**src/rtl/whp_pkg.sv**
```systemverilog
package whp_pkg;

	// Chunk tags, big-endian as read from the stream
	localparam logic [31:0] TAG_RIFF = 32'h5249_4646;
	localparam logic [31:0] TAG_WAVE = 32'h5741_5645;
	localparam logic [31:0] TAG_FMT  = 32'h666d_7420;
	localparam logic [31:0] TAG_DATA = 32'h6461_7461;

	localparam logic [15:0] FMT_PCM   = 16'h0001;
	localparam logic [15:0] FMT_FLOAT = 16'h0003;
	localparam logic [15:0] FMT_EXT   = 16'hFFFE;

	// Defaults before a fmt chunk is seen
	localparam logic [15:0] DEF_CHANNELS = 16'd1;
	localparam logic [31:0] DEF_RATE     = 32'd44100;
	localparam logic [15:0] DEF_BITS     = 16'd8;

	// The extensible fmt remainder must exceed this to carry valid bits and subformat
	localparam logic [31:0] EXT_MIN_LEFT = 32'd9;

	localparam int unsigned DIV_STEPS = 32;

	typedef logic [2:0] status_t;
	localparam status_t ST_OK         = 3'd0;
	localparam status_t ST_NOT_RIFF   = 3'd1;
	localparam status_t ST_NOT_WAVE   = 3'd2;
	localparam status_t ST_BAD_FORMAT = 3'd3;
	localparam status_t ST_NO_DATA    = 3'd4;
	localparam status_t ST_TRUNCATED  = 3'd5;
	localparam status_t ST_ZERO_FRAME = 3'd6;

	typedef enum logic [3:0] {
		PH_RIFF,
		PH_RSIZE,
		PH_WAVE,
		PH_CID,
		PH_SZ_FMT,
		PH_SZ_DATA,
		PH_SZ_OTHER,
		PH_FMT,
		PH_EXT,
		PH_SKIP,
		PH_DONE
	} phase_t;

	typedef struct packed {
		logic        go;
		logic [31:0] dividend;
		logic [29:0] divisor;
	} div_req_t;

	typedef struct packed {
		logic        busy;
		logic        done;
		logic [31:0] quotient;
	} div_rsp_t;

endpackage

```
**src/rtl/whp_if.sv**
```systemverilog
interface whp_in_if;
	logic       valid;
	logic       ready;
	logic [7:0] data_byte;
	logic       stream_end;

	modport source (output valid, output data_byte, output stream_end, input ready);
	modport sink (input valid, input data_byte, input stream_end, output ready);
endinterface

interface whp_out_if;
	logic        valid;
	logic        ready;
	logic [2:0]  status;
	logic [15:0] format_code;
	logic [15:0] num_channels;
	logic [31:0] sample_rate;
	logic [15:0] bits_per_sample;
	logic [31:0] num_samples;

	modport source (output valid, output status, output format_code, output num_channels,
		output sample_rate, output bits_per_sample, output num_samples, input ready);
	modport sink (input valid, input status, input format_code, input num_channels,
		input sample_rate, input bits_per_sample, input num_samples, output ready);
endinterface

```
**src/rtl/wave_header_parser.sv**
```systemverilog
// Timing: a result is registered and leaves in the cycle after the byte that decides it;
//   a clean header (data chunk found) first waits for the serial sample count division.
// Throughput: one file byte per cycle through the header; input is held off while the
//   serial divider runs (32 steps, one quotient bit each, then the quotient hand-over) and
//   while a result waits. Reset: arst_n clears the parser to the start-of-file state;
//   a byte flagged stream_end does the same as it is taken; its result, if any, is still issued.
module wave_header_parser (
	input logic       clk,
	input logic       arst_n,
	whp_in_if.sink    byte_ch,
	whp_out_if.source result_ch
);
	import whp_pkg::*;

	// parse state
	phase_t      phase_q, phase_d;
	logic [4:0]  cnt_q, cnt_d;
	logic [31:0] shift_q, shift_d;
	logic [31:0] riff_q, riff_d;
	logic [31:0] sub_q, sub_d;
	logic [15:0] fmt_q, fmt_d;
	logic [15:0] chan_q, chan_d;
	logic [31:0] rate_q, rate_d;
	logic [15:0] bits_q, bits_d;

	// result register
	logic        out_valid_q;
	status_t     out_status_q;
	logic [15:0] out_fmt_q;
	logic [15:0] out_chan_q;
	logic [31:0] out_rate_q;
	logic [15:0] out_bits_q;
	logic [31:0] out_ns_q;

	logic        in_acc;
	logic        last;
	logic [31:0] be;
	logic [31:0] le;
	logic [31:0] rr_dec;
	logic [31:0] sr_dec;
	logic        res_hit;
	status_t     res_st;
	logic        div_go;
	logic        wipe;
	logic        zero_frame;
	logic [13:0] bytes_ps;
	logic [29:0] frame;

	div_req_t dreq;
	div_rsp_t drsp;

	assign in_acc = byte_ch.valid && byte_ch.ready;
	assign last   = byte_ch.stream_end;

	// busy while dividing, while the quotient is handed over, or while a result
	// sits unclaimed
	assign byte_ch.ready = !drsp.busy && !drsp.done && !out_valid_q;

	// big-endian tags shift in from the right, little-endian fields from the left
	assign be = {shift_q[23:0], byte_ch.data_byte};
	assign le = {byte_ch.data_byte, shift_q[31:8]};

	// every byte after the RIFF size counts against the RIFF length, floored at zero
	assign rr_dec = (phase_q != PH_RIFF && phase_q != PH_RSIZE && riff_q != '0) ?
		riff_q - 32'd1 : riff_q;
	assign sr_dec = ((phase_q == PH_FMT || phase_q == PH_EXT || phase_q == PH_SKIP) &&
		sub_q != '0) ? sub_q - 32'd1 : sub_q;

	// bytes per sample times channels; zero only when either factor is zero
	assign bytes_ps   = 14'(({1'b0, bits_q} + 17'd7) >> 3);
	assign zero_frame = (bits_q == '0) || (chan_q == '0);
	assign frame      = 30'(bytes_ps * chan_q);

	always_comb begin
		phase_d = phase_q;
		cnt_d   = cnt_q;
		shift_d = shift_q;
		riff_d  = riff_q;
		sub_d   = sub_q;
		fmt_d   = fmt_q;
		chan_d  = chan_q;
		rate_d  = rate_q;
		bits_d  = bits_q;
		res_hit = 1'b0;
		res_st  = ST_OK;
		div_go  = 1'b0;
		wipe    = 1'b0;

		if (in_acc) begin
			if (phase_q == PH_DONE) begin
				// trailing bytes ignored until end of file
				wipe = last;
			end else begin
				riff_d = rr_dec;
				sub_d  = sr_dec;
				unique case (phase_q)
					PH_RIFF, PH_WAVE, PH_CID: begin
						shift_d = be;
						cnt_d   = cnt_q + 5'd1;
						if (cnt_q >= 5'd3) begin
							cnt_d = '0;
							priority if (phase_q == PH_RIFF) begin
								if (be != TAG_RIFF) begin
									res_hit = 1'b1;
									res_st  = ST_NOT_RIFF;
								end else begin
									phase_d = PH_RSIZE;
								end
							end else if (phase_q == PH_WAVE) begin
								if (be != TAG_WAVE) begin
									res_hit = 1'b1;
									res_st  = ST_NOT_WAVE;
								end else if (rr_dec == '0) begin
									res_hit = 1'b1;
									res_st  = ST_NO_DATA;
								end else begin
									phase_d = PH_CID;
								end
							end else if (be == TAG_FMT) begin
								phase_d = PH_SZ_FMT;
							end else if (be == TAG_DATA) begin
								phase_d = PH_SZ_DATA;
							end else begin
								phase_d = PH_SZ_OTHER;
							end
						end
					end
					PH_RSIZE, PH_SZ_FMT, PH_SZ_DATA, PH_SZ_OTHER: begin
						shift_d = le;
						cnt_d   = cnt_q + 5'd1;
						if (cnt_q >= 5'd3) begin
							cnt_d = '0;
							priority if (phase_q == PH_RSIZE) begin
								riff_d  = le;
								phase_d = PH_WAVE;
							end else if (phase_q == PH_SZ_FMT) begin
								sub_d   = le;
								phase_d = PH_FMT;
							end else if (phase_q == PH_SZ_DATA) begin
								sub_d = '0;
								if (le != '0) begin
									res_hit = 1'b1;
									if (zero_frame) begin
										res_st = ST_ZERO_FRAME;
									end else begin
										res_st = ST_OK;
										div_go = 1'b1;
									end
								end else if (rr_dec == '0) begin
									// empty data chunk at the end of the RIFF body
									res_hit = 1'b1;
									res_st  = ST_NO_DATA;
								end else begin
									phase_d = PH_CID;
								end
							end else begin
								sub_d = le;
								if (le != '0) begin
									phase_d = PH_SKIP;
								end else if (rr_dec == '0) begin
									res_hit = 1'b1;
									res_st  = ST_NO_DATA;
								end else begin
									phase_d = PH_CID;
								end
							end
						end
					end
					PH_FMT: begin
						shift_d = le;
						cnt_d   = cnt_q + 5'd1;
						priority if (cnt_q == 5'd1) begin
							fmt_d = le[31:16];
						end else if (cnt_q == 5'd3) begin
							chan_d = le[31:16];
						end else if (cnt_q == 5'd7) begin
							rate_d = le;
						end else if (cnt_q >= 5'd15) begin
							bits_d = le[31:16];
							cnt_d  = '0;
							if (fmt_q == FMT_EXT && sr_dec > EXT_MIN_LEFT) begin
								phase_d = PH_EXT;
							end else if (fmt_q != FMT_PCM && fmt_q != FMT_FLOAT) begin
								res_hit = 1'b1;
								res_st  = ST_BAD_FORMAT;
							end else if (sr_dec != '0) begin
								phase_d = PH_SKIP;
							end else if (rr_dec == '0) begin
								res_hit = 1'b1;
								res_st  = ST_NO_DATA;
							end else begin
								phase_d = PH_CID;
							end
						end else begin
						end
					end
					PH_EXT: begin
						shift_d = le;
						cnt_d   = cnt_q + 5'd1;
						priority if (cnt_q == 5'd3) begin
							// valid bits replace the container size
							bits_d = le[31:16];
						end else if (cnt_q >= 5'd9) begin
							fmt_d = le[31:16];
							cnt_d = '0;
							if (le[31:16] != FMT_PCM && le[31:16] != FMT_FLOAT) begin
								res_hit = 1'b1;
								res_st  = ST_BAD_FORMAT;
							end else if (sr_dec != '0) begin
								phase_d = PH_SKIP;
							end else if (rr_dec == '0) begin
								res_hit = 1'b1;
								res_st  = ST_NO_DATA;
							end else begin
								phase_d = PH_CID;
							end
						end else begin
						end
					end
					PH_SKIP: begin
						if (sr_dec == '0) begin
							cnt_d = '0;
							if (rr_dec == '0) begin
								res_hit = 1'b1;
								res_st  = ST_NO_DATA;
							end else begin
								phase_d = PH_CID;
							end
						end
					end
					default: begin
					end
				endcase

				if (!res_hit && last) begin
					res_hit = 1'b1;
					res_st  = ST_TRUNCATED;
				end
				if (res_hit) begin
					if (last) begin
						wipe = 1'b1;
					end else begin
						phase_d = PH_DONE;
					end
				end
			end
		end
	end

	always_ff @(posedge clk or negedge arst_n) begin
		if (!arst_n) begin
			phase_q <= PH_RIFF;
		end else if (wipe) begin
			phase_q <= PH_RIFF;
		end else begin
			phase_q <= phase_d;
		end
	end

	always_ff @(posedge clk or negedge arst_n) begin
		if (!arst_n) begin
			cnt_q   <= '0;
			shift_q <= '0;
			riff_q  <= '0;
			sub_q   <= '0;
			fmt_q   <= '0;
			chan_q  <= DEF_CHANNELS;
			rate_q  <= DEF_RATE;
			bits_q  <= DEF_BITS;
		end else if (wipe) begin
			cnt_q   <= '0;
			shift_q <= '0;
			riff_q  <= '0;
			sub_q   <= '0;
			fmt_q   <= '0;
			chan_q  <= DEF_CHANNELS;
			rate_q  <= DEF_RATE;
			bits_q  <= DEF_BITS;
		end else begin
			cnt_q   <= cnt_d;
			shift_q <= shift_d;
			riff_q  <= riff_d;
			sub_q   <= sub_d;
			fmt_q   <= fmt_d;
			chan_q  <= chan_d;
			rate_q  <= rate_d;
			bits_q  <= bits_d;
		end
	end

	// sample count: data length over frame size, one bit per cycle
	assign dreq.go       = div_go;
	assign dreq.dividend = le;
	assign dreq.divisor  = frame;

	whp_div u_div (
		.clk    (clk),
		.arst_n (arst_n),
		.req    (dreq),
		.rsp    (drsp)
	);

	// result word: fields as parsed up to and including the deciding byte
	always_ff @(posedge clk or negedge arst_n) begin
		if (!arst_n) begin
			out_valid_q <= 1'b0;
		end else if (res_hit && !div_go) begin
			out_valid_q <= 1'b1;
		end else if (drsp.done) begin
			out_valid_q <= 1'b1;
		end else if (result_ch.ready) begin
			out_valid_q <= 1'b0;
		end
	end

	always_ff @(posedge clk) begin
		if (res_hit) begin
			out_status_q <= res_st;
			out_fmt_q    <= fmt_d;
			out_chan_q   <= chan_d;
			out_rate_q   <= rate_d;
			out_bits_q   <= bits_d;
			out_ns_q     <= '0;
		end else if (drsp.done) begin
			out_ns_q <= drsp.quotient;
		end
	end

	assign result_ch.valid           = out_valid_q;
	assign result_ch.status          = out_status_q;
	assign result_ch.format_code     = out_fmt_q;
	assign result_ch.num_channels    = out_chan_q;
	assign result_ch.sample_rate     = out_rate_q;
	assign result_ch.bits_per_sample = out_bits_q;
	assign result_ch.num_samples     = out_ns_q;

`ifndef NO_ASSERTIONS
	a_result_source: assert property (@(posedge clk) disable iff (!arst_n)
		$rose(out_valid_q) |-> ($past(in_acc) || $past(drsp.done)))
		else $error("result appeared without a deciding word or divide");

	a_div_idle_start: assert property (@(posedge clk) disable iff (!arst_n)
		div_go |-> (!drsp.busy && !out_valid_q))
		else $error("divide started while busy");

	a_end_rewinds: assert property (@(posedge clk) disable iff (!arst_n)
		(in_acc && last) |=> (phase_q == PH_RIFF && cnt_q == '0))
		else $error("parser not rewound after end of file");

	a_done_result: assert property (@(posedge clk) disable iff (!arst_n)
		drsp.done |=> (out_valid_q && out_status_q == ST_OK))
		else $error("divide finished without a clean result");
`endif

endmodule

```
**src/rtl/whp_div.sv**
```systemverilog
module whp_div (
	input  logic              clk,
	input  logic              arst_n,
	input  whp_pkg::div_req_t req,
	output whp_pkg::div_rsp_t rsp
);
	import whp_pkg::*;

	localparam int unsigned CW = $clog2(DIV_STEPS);

	logic          busy_q;
	logic          done_q;
	logic [CW-1:0] cnt_q;
	logic [29:0]   rem_q;
	logic [31:0]   quo_q;
	logic [29:0]   dvs_q;

	logic [30:0] trial;
	logic        fits;
	logic [29:0] diff;

	// one restoring step per cycle; when it fits the difference is below the divisor
	assign trial = {rem_q, quo_q[31]};
	assign fits  = trial >= {1'b0, dvs_q};
	assign diff  = trial[29:0] - dvs_q;

	always_ff @(posedge clk or negedge arst_n) begin
		if (!arst_n) begin
			busy_q <= 1'b0;
			done_q <= 1'b0;
			cnt_q  <= '0;
		end else begin
			done_q <= 1'b0;
			if (req.go) begin
				busy_q <= 1'b1;
				cnt_q  <= '0;
			end else if (busy_q) begin
				cnt_q <= cnt_q + 1'b1;
				if (cnt_q == CW'(DIV_STEPS - 1)) begin
					busy_q <= 1'b0;
					done_q <= 1'b1;
				end
			end
		end
	end

	always_ff @(posedge clk) begin
		if (req.go) begin
			rem_q <= '0;
			quo_q <= req.dividend;
			dvs_q <= req.divisor;
		end else if (busy_q) begin
			rem_q <= fits ? diff : trial[29:0];
			quo_q <= {quo_q[30:0], fits};
		end
	end

	assign rsp.busy     = busy_q;
	assign rsp.done     = done_q;
	assign rsp.quotient = quo_q;

endmodule
```
**src/flat_wrapper.sv**
```systemverilog
// flat-port wrapper written by rule: the top's interface ports become plain ports
module wave_header_parser_flat import whp_pkg::*;
  (clk, arst_n, byte_ch_valid, byte_ch_data_byte, byte_ch_stream_end, byte_ch_ready, result_ch_valid, result_ch_status, result_ch_format_code, result_ch_num_channels, result_ch_sample_rate, result_ch_bits_per_sample, result_ch_num_samples, result_ch_ready);
  whp_in_if byte_ch_i ();
  whp_out_if result_ch_i ();
  input logic clk;
  input logic arst_n;
  input wire logic [$bits(byte_ch_i.valid)-1:0] byte_ch_valid;
  input wire logic [$bits(byte_ch_i.data_byte)-1:0] byte_ch_data_byte;
  input wire logic [$bits(byte_ch_i.stream_end)-1:0] byte_ch_stream_end;
  output wire logic [$bits(byte_ch_i.ready)-1:0] byte_ch_ready;
  output wire logic [$bits(result_ch_i.valid)-1:0] result_ch_valid;
  output wire logic [$bits(result_ch_i.status)-1:0] result_ch_status;
  output wire logic [$bits(result_ch_i.format_code)-1:0] result_ch_format_code;
  output wire logic [$bits(result_ch_i.num_channels)-1:0] result_ch_num_channels;
  output wire logic [$bits(result_ch_i.sample_rate)-1:0] result_ch_sample_rate;
  output wire logic [$bits(result_ch_i.bits_per_sample)-1:0] result_ch_bits_per_sample;
  output wire logic [$bits(result_ch_i.num_samples)-1:0] result_ch_num_samples;
  input wire logic [$bits(result_ch_i.ready)-1:0] result_ch_ready;
  assign byte_ch_i.valid = byte_ch_valid;
  assign byte_ch_i.data_byte = byte_ch_data_byte;
  assign byte_ch_i.stream_end = byte_ch_stream_end;
  assign byte_ch_ready = byte_ch_i.ready;
  assign result_ch_valid = result_ch_i.valid;
  assign result_ch_status = result_ch_i.status;
  assign result_ch_format_code = result_ch_i.format_code;
  assign result_ch_num_channels = result_ch_i.num_channels;
  assign result_ch_sample_rate = result_ch_i.sample_rate;
  assign result_ch_bits_per_sample = result_ch_i.bits_per_sample;
  assign result_ch_num_samples = result_ch_i.num_samples;
  assign result_ch_i.ready = result_ch_ready;
  wave_header_parser u_core (.clk(clk), .arst_n(arst_n), .byte_ch(byte_ch_i), .result_ch(result_ch_i));
endmodule
```
**config.mk**
```make
export PLATFORM = sky130hd
export DESIGN_NAME = wave_header_parser_flat
export DESIGN_NICKNAME = d
export VERILOG_FILES = /design/src/rtl/whp_pkg.sv /design/src/rtl/whp_if.sv /design/src/rtl/wave_header_parser.sv /design/src/rtl/whp_div.sv /design/src/flat_wrapper.sv
export SDC_FILE = /design/constraint.sdc
export NUM_CORES = 1
export LEC_CHECK = 0
export BUFFER_PORTS_ARGS = -buffer_cell sky130_fd_sc_hd__buf_2
export CAP_MARGIN = 10
export CORE_MARGIN = 5
export CORE_UTILIZATION = 55
export DETAILED_ROUTE_END_ITERATION = 10
export PLACE_DENSITY_LB_ADDON = 0.3
export SLEW_MARGIN = 10
export SYNTH_ARGS = -nofsm -noshare
export SYNTH_HDL_FRONTEND = slang
export SYNTH_SLANG_ARGS = --single-unit
```
**constraint.sdc**
```tcl
create_clock -name clk -period 18.7 [get_ports clk]
set_input_delay 0.935 -clock clk [delete_from_list [all_inputs] [get_ports clk]]
set_output_delay 0.935 -clock clk [all_outputs]
set_load 0.1 [all_outputs]
```
==> results.sh, run 1 <==
export IMPL_root_buffer="clkbuf_16"
export IMPL_cpMaxStageDelayCell="xor2_1"
export IMPL_cts_reportedPaths_clkPinSlew_ns=0.06
export IMPL_synthTopCellsByCount="nand2_1 (445), inv_1 (251), dfrtp_1 (185)"
export IMPL_synth_area_leader_cell="dfrtp_1"
export IMPL_regArea_sq_mm=0.01044
export IMPL_clock_latency_ns=0.61
export IMPL_synth_nets=3307
export IMPL_slew_headroom=0.1586
export IMPL_routabilityCongestion=0.9652
export IMPL_synth_most_common_cell="nand2_1"
export IMPL_io_pins=130
export IMPL_avgRoutedWirePerCell_um=20.99
export IMPL_routed_via_density=6.143
export IMPL_synth_cell_types=91
export IMPL_p_per_area_mw_per_mm2=148.0
export IMPL_post_place_ws_ns=10.09
export IMPL_grt_pass1_vias=22930
export IMPL_cp_max_fo=16
export IMPL_max_freq_mhz=113.3
export IMPL_portBuffers=129
export IMPL_syn2layout_area_growth_pct=9.389
export IMPL_start_kind="flop"
export IMPL_grt_max_degree=82
export IMPL_cp_num_buf_inv=3
export IMPL_nFillCells=4190
export IMPL_hold_path_class="in -> async"
export IMPL_yosysTopAreaCellShare=0.1655
export IMPL_start_util=0.5564
export IMPL_r2r_start="u_core.bits_q[3]$_DFF_PN1_"
export IMPL_hold_viol=0
export IMPL_drv_cap=0
export IMPL_timing_final_crit_share=0.4719
export IMPL_syn_inst=2996
export IMPL_antenna_left=0
export IMPL_cpPeakStageDelay_ns=0.91
export IMPL_timing_critical_path_arrival_ns=9.14
export IMPL_multiInputGateArea_sq_mm=0.01595
export IMPL_synth_seq_cells=400
export IMPL_firstDrtPassIters=6
export IMPL_drv_slew=0
export IMPL_drt_iter0_drc=2216
export IMPL_reg2reg_setup_slack_ns=9.87
export IMPL_async_flop_share=0.4825
export IMPL_outcome="completed"
export IMPL_setup_viol=0
export IMPL_fin_util=0.6086
export IMPL_syn_area_per_cell_sq_um=9.336
export IMPL_h_tree_depth=2
export IMPL_reg2reg_depth=29
export IMPL_worst_slack_ns=9.875
export IMPL_cts_hold_buf=0
export IMPL_worstSetupEndpointType="flop"
export IMPL_die_h_um=235.5
export IMPL_syn_area_sq_mm=0.02797
export IMPL_cts_tree="yes"
export IMPL_clk_path_buf_depth=3
export IMPL_drt_wl_total_mm=78.58
export IMPL_diodes=0
export IMPL_nNetsFinal=3347
export IMPL_antenna_found_initial=0
export IMPL_track_usage=0.2758
export IMPL_period_minus_slack_ns=8.825
export IMPL_die_x_um=235.5
export IMPL_crit_top_cell="fa_1"
export IMPL_cts_inserted_buffers=44
export IMPL_rsz0062_at_grt="false"
export IMPL_core_sq_mm=0.05027
export IMPL_dr_total_vias=23000
export IMPL_die_area_sq_mm=0.05547
export IMPL_fin_setup_tns_ns=0
export IMPL_yosysSeqAreaShare=0.3731
export IMPL_fin_skew_ns=0.06309
export IMPL_grt_ovfl_total=0
export IMPL_path_delay_family="adder cells"
export IMPL_cts_sinks=400
export IMPL_drc=0
export IMPL_cp_data_required_time_ns=19.02
export IMPL_worst_pin_slew_ns=1.253
export IMPL_ir_drop_uv=274.2
export IMPL_r2r_end="u_core.u_div.dvs_q[29]$_DFFE_PP_"
export IMPL_synth_edf_count=145
export IMPL_drive_gt1_frac=0.1094
export IMPL_critPathKind="reg -> reg"
export IMPL_hpwl_mm=54.22
export IMPL_grt_pass1_wl_mm=124.7
export IMPL_ys_top_cells_by_area="dfrtp_1 (17%), edfxtp_1 (16%), fa_1 (12%), nand2_1 (6.0%), ha_1 (5.9%)"
export IMPL_power_leakage_nw=14.23
export IMPL_yosys_warnings=0
export IMPL_fp_row_count=82
export IMPL_cts_setup_buffers=0
export IMPL_synth_flop_cell="dfrtp_1"
export IMPL_ctsResizeCount=0
==> per-layer routing <==
layer / part of all wire / up-vias / track usage
li1: - / 10350 / -
met1: 0.38 / 11410 / 0.3425
met2: 0.49 / 964 / 0.4657
met3: 0.068 / 271 / 0.04475
met4: 0.061 / 0 / 0.1448
met5: 0 / - / 0
==> state kept, by name, indices dropped and copies added, names as in the netlist, 32 cells and up <==
register                      count
u_core.riff_q                    32
u_core.result_ch.num_samples     32
u_core.sub_q                     32
u_core.u_div.quo_q               32
u_core.result_ch.sample_rate     32
u_core.rate_q                    32
u_core.shift_q                   32
==> layout make-up <==
type                    count  share of cell area
multi-input cells        2171              0.5213
inverters                 253             0.03104
well taps                 672             0.02748
repair buffers            166             0.03038
clock inverters            23            0.009201
clock buffers              59             0.03946
flip-flops and latches    400              0.3411
==> worst max-delay path by stage <==
stage,from,to,slack [ns],depth (start not counted)
global route,u_core.bits_q[3]$_DFF_PN1_,u_core.u_div.dvs_q[29]$_DFFE_PP_,9.35,29
CTS,u_core.bits_q[3]$_DFF_PN1_,u_core.u_div.dvs_q[29]$_DFFE_PP_,10.01,29
finish,u_core.bits_q[3]$_DFF_PN1_,u_core.u_div.dvs_q[29]$_DFFE_PP_,9.87,29
global placement,u_core.bits_q[3]$_DFF_PN1_,u_core.u_div.dvs_q[29]$_DFFE_PP_,10.33,29
floorplan,u_core.bits_q[3]$_DFF_PN1_,u_core.u_div.dvs_q[29]$_DFFE_PP_,11.21,32
detailed placement,u_core.bits_q[3]$_DFF_PN1_,u_core.u_div.dvs_q[29]$_DFFE_PP_,10.09,29
==> cells by family (layout without fill, tap and decap cells) <==
group	after synthesis	in the layout	synth area share
muxes	106	106	0.03968
xor gates and xnor gates	82	82	0.02568
DFF	400	400	0.3731
adders and majority gates	298	298	0.1779
buffers and inverters	425	501	0.05869
AOI/OAI and AO/OA	573	573	0.1293
and+or+nand+nor	1112	1112	0.1958
==> cells in the final DEF, fill, tap and decap left out, drive strengths merged, types with 23 or more instances in the layout <==
| cell | Yosys | routed |
|---|---|---|
| mux2i | 67 | 67 |
| a22o | 25 | 25 |
| o31ai | 28 | 28 |
| a22oi | 25 | 25 |
| nor3 | 63 | 63 |
| dfxtp | 62 | 62 |
| a21oi | 147 | 147 |
| a31oi | 23 | 23 |
| nand3 | 55 | 55 |
| edfxtp | 145 | 145 |
| nand2 | 446 | 446 |
| and2 | 166 | 166 |
| buf | 11 | 164 |
| nand4 | 36 | 36 |
| clkbuf | 161 | 61 |
| a21o | 24 | 24 |
| nor2 | 175 | 175 |
| xnor2 | 56 | 56 |
| inv | 251 | 254 |
| ha | 132 | 132 |
| fa | 166 | 166 |
| mux2 | 39 | 39 |
| o21ai | 183 | 183 |
| nor4 | 44 | 44 |
| xor2 | 26 | 26 |
| dfrtp | 185 | 185 |
==> power by group <==
group | switching [mW] | internal [mW] | leakage, nW
registers | 0.197 | 1.05 | 4.35
clock network | 0.376 | 0.516 | 0.721
logic | 1.69 | 0.698 | 9.16
==> through the flow <==
step           hold slack, ns  instances  total power, mW  cell area [sq um]
5_1_grt                0.3634       3744            4.748              30600
3_5_place_dp           0.4496       3659            3.589              29070
4_1_cts                0.3351       3741            4.493              30560
2_1_floorplan          0.4258       2996            3.056              27970
3_3_place_gp           0.4371       3659            3.556              29070
6_report               0.3232       3744            4.529              30600
Note: power is estimated with default switching activity, not from simulation.
==> inputs of run 2 (changes only) <==
--- a/config.mk
+++ b/config.mk
@@ -5,6 +5,7 @@
 export SDC_FILE = /design/constraint.sdc
 export NUM_CORES = 1
 export LEC_CHECK = 0
+export ABC_AREA = 1
 export BUFFER_PORTS_ARGS = -buffer_cell sky130_fd_sc_hd__buf_2
 export CAP_MARGIN = 10
 export CORE_MARGIN = 5
==> constraint.sdc (replaced) <==
create_clock -name clk -period 8.3 [get_ports clk]
set_input_delay 0.415 -clock clk [delete_from_list [all_inputs] [get_ports clk]]
set_output_delay 0.415 -clock clk [all_outputs]
set_load 0.1 [all_outputs]
==> run 2 against run 1 <==
Flip-flop and latch count did not move. Maximum frequency grew 14%. Routed wire length rose by 15%. Clock-buffer cell count grew 3. Cell area up 4.9%. Via count up 14%. Clock skew is 0.0067 ns lower. Critical endpoint is now u_core.u_div.dvs_q[27]$_DFFE_PP_. Largest cell class unchanged. Largest power group unchanged. Highest routed layer unchanged.
==> results.sh, run 2 <==
export IMPL_outcome="completed"
export IMPL_syn2layout_area_growth_pct=9.448
export IMPL_cpPeakStageDelay_ns=0.54
export IMPL_die_x_um=240.9
export IMPL_fin_skew_ns=0.05636
export IMPL_cts_sinks=400
export IMPL_cts_reportedPaths_clkPinSlew_ns=0.06
export IMPL_dp_cells=4487
export IMPL_max_freq_mhz=129.0
export IMPL_drive_gt1_frac=0.08824
export IMPL_path_delay_family="adder cells"
export IMPL_instances_no_fill=4577
export IMPL_root_buffer="clkbuf_16"
export IMPL_post_place_ws_ns=0.2347
export IMPL_antenna_found_initial=0
export IMPL_synth_area_leader_cell="dfrtp_1"
export IMPL_fp_row_count=84
export IMPL_timing_critical_path_arrival_ns=8.11
export IMPL_drv_cap=0
export IMPL_p_per_area_mw_per_mm2=396.4
export IMPL_cts_tree="yes"
export IMPL_io_pins=130
export IMPL_syn_inst=3782
export IMPL_power_leakage_nw=16.21
export IMPL_synth_most_common_cell="nand2_1"
export IMPL_grt_ovfl_total=0
export IMPL_routabilityCongestion=0.9856
export IMPL_start_kind="flop"
export IMPL_timing_final_crit_share=0.9343
export IMPL_hpwl_mm=65.88
export IMPL_syn_area_sq_mm=0.02932
export IMPL_track_usage=0.3060
export IMPL_syn_area_per_cell_sq_um=7.752
export IMPL_clock_latency_ns=0.62
export IMPL_ir_drop_uv=485.8
export IMPL_hold_path_class="in -> reg"
export IMPL_synthTopCellsByCount="nand2_1 (979), inv_1 (505), nor2_1 (400)"
export IMPL_yosysSeqAreaShare=0.3559
export IMPL_mostFrequentLayoutCell="nand2_1"
export IMPL_cp_data_required_time_ns=8.65
export IMPL_grt_max_degree=105
export IMPL_drt_iter0_drc=2780
export IMPL_synth_cell_types=58
export IMPL_worst_slack_ns=0.5455
export IMPL_mostFrequentLayoutCells="nand2_1 (978), inv_1 (505), nor2_1 (396)"
export IMPL_nNetsFinal=4161
export IMPL_worst_pin_slew_ns=1.170
export IMPL_start_util=0.5568
export IMPL_h_tree_depth=2
export IMPL_avgRoutedWirePerCell_um=19.77
export IMPL_slew_headroom=0.2145
export IMPL_yosys_warnings=0
export IMPL_dr_total_vias=26200
export IMPL_routed_via_density=5.725
export IMPL_cpMaxStageDelayCell="dfstp_2"
export IMPL_crit_top_cell="inv_1"
export IMPL_critPathKind="reg -> reg"
export IMPL_portBuffers=129
export IMPL_ys_top_cells_by_area="dfrtp_1 (16%), edfxtp_1 (15%), nand2_1 (13%), fa_1 (11%), inv_1 (6.5%)"
export IMPL_period_minus_slack_ns=7.755
export IMPL_die_area_sq_mm=0.05803
export IMPL_postPlaceCellArea_sq_mm=0.03049
export IMPL_worstSetupEndpointType="flop"
export IMPL_fin_util=0.6094
export IMPL_synth_seq_cells=400
export IMPL_async_flop_share=0.4825
export IMPL_synth_flop_cell="dfrtp_1"
export IMPL_core_sq_mm=0.05266
export IMPL_antenna_left=0
export IMPL_grt_pass1_vias=24780
export IMPL_setup_viol=0
export IMPL_cts_inserted_buffers=45
export IMPL_drv_slew=0
export IMPL_final_area_sq_mm=0.03209
export IMPL_drc=0
export IMPL_grt_pass1_wl_mm=138.9
export IMPL_die_h_um=240.9
export IMPL_clk_path_buf_depth=3
export IMPL_synth_edf_count=145
export IMPL_whs_ns=0.1576
export IMPL_cp_max_fo=10
export IMPL_yosysTopAreaCellShare=0.1579
export IMPL_synth_nets=4093
export IMPL_hold_viol=0
export IMPL_cp_num_buf_inv=13
export IMPL_firstDrtPassIters=6
export IMPL_drt_wl_total_mm=90.50
-- run 2: cell types whose count changed in the layout (fill, tap and decap cells not counted), moves of 26 or more --
cell | previous run | this run
mux2_2 | 39 | 0
inv_1 | 251 | 505
nor2_2 | 12 | 43
a21oi_1 | 143 | 239
nor2_1 | 161 | 396
nor3_1 | 62 | 17
xor2_1 | 24 | 50
nand3_1 | 52 | 123
and2_1 | 166 | 0
nand2_1 | 444 | 978
mux2i_1 | 67 | 31
o21ai_0 | 179 | 242
o22ai_1 | 19 | 49
xnor2_1 | 56 | 25
-- run 2: report_power, final --
| part | switching [mW] | leakage [nW] | internal [mW] |
|---|---|---|---|
| registers | 0.466 | 4.42 | 2.41 |
| clock network | 0.893 | 0.757 | 1.20 |
| logic | 5.48 | 11.0 | 2.27 |
-- run 2: layer usage --
layer | share of wire | global-route usage | routed length [um]
met1 | 0.41 | 0.4114 | 36800
met2 | 0.47 | 0.4953 | 42250
met3 | 0.078 | 0.05211 | 7103
met4 | 0.048 | 0.1289 | 4347
met5 | 0 | 0 | 0
-- run 2: cells by family (layout without fill, tap and decap cells) --
family          Yosys count  count (layout)  share of synthesized area
other cells               0               2                          0
compound gates          639             639                     0.1193
fa+ha+maj               298             298                     0.1697
xor+xnor                 75              75                    0.02240
mux                      31              31                    0.01058
simple gates           1659            1659                     0.2325
buf+inv                 680             785                    0.08957
flops                   400             400                     0.3559
-- run 2: layout make-up --
cell class | count | area, sq um
diodes | 2 | 5.005
clock buffers | 62 | 1294
clock inverters | 22 | 256.5
fillers | 4740 | 20570
inverters | 540 | 2032
multi-input cells | 2702 | 16300
flip-flops and latches | 400 | 10440
well taps | 688 | 860.8
repair buffers | 161 | 909.6
-- run 2: what timing repair did --
| action | in CTS | in global routing |
|---|---|---|
| gates resized for setup | 0 | 9 |
| setup endpoints to repair | 0 | 4 |
| setup buffers | 0 | 3 |
| hold buffers | 1 | 0 |
| endpoints found under the hold margin | 83 | 0 |
-- run 2: through the flow --
stage	power [mW]	setup TNS, ns
after CTS	12.61	0
after global routing	13.74	-0.003156
after detailed placement	10.47	0
after global placement	10.43	0
after floorplan	8.560	0
final	12.72	0
-- run 2: final timing paths --
path                                                      endpoint  slack [ns]  cells past startpoint                          startpoint
worst max-delay path              u_core.u_div.dvs_q[27]$_DFFE_PP_        0.55                     43          u_core.bits_q[3]$_DFF_PN1_
worst min-delay path            u_core.result_ch.valid$_DFFE_PN0P_        0.16                      4                     result_ch_ready
worst max register to register    u_core.u_div.dvs_q[27]$_DFFE_PP_        0.55                     43          u_core.bits_q[3]$_DFF_PN1_
worst min register to register  u_core.u_div.rem_q[4]$_SDFFE_PP0P_        0.47                      2  u_core.u_div.rem_q[4]$_SDFFE_PP0P_
max in group asynchronous                u_core.fmt_q[8]$_DFF_PN0_        5.91                      4                              arst_n
min in group asynchronous             u_core.sub_q[21]$_DFFE_PN0P_        0.41                      2                              arst_n
-- run 2: worst reg2reg max path: cells and delay by family (launching register included) --
family / cells / cell delay (ns)
AO/OA/AOI/OAI: 6 / 1.01
XOR/XNOR: 1 / 0.08
adder cells (fa/ha/maj): 7 / 3.20
buffers and inverters: 13 / 0.90
flip-flops: 1 / 0.54
AND/OR/NAND/NOR: 16 / 1.78
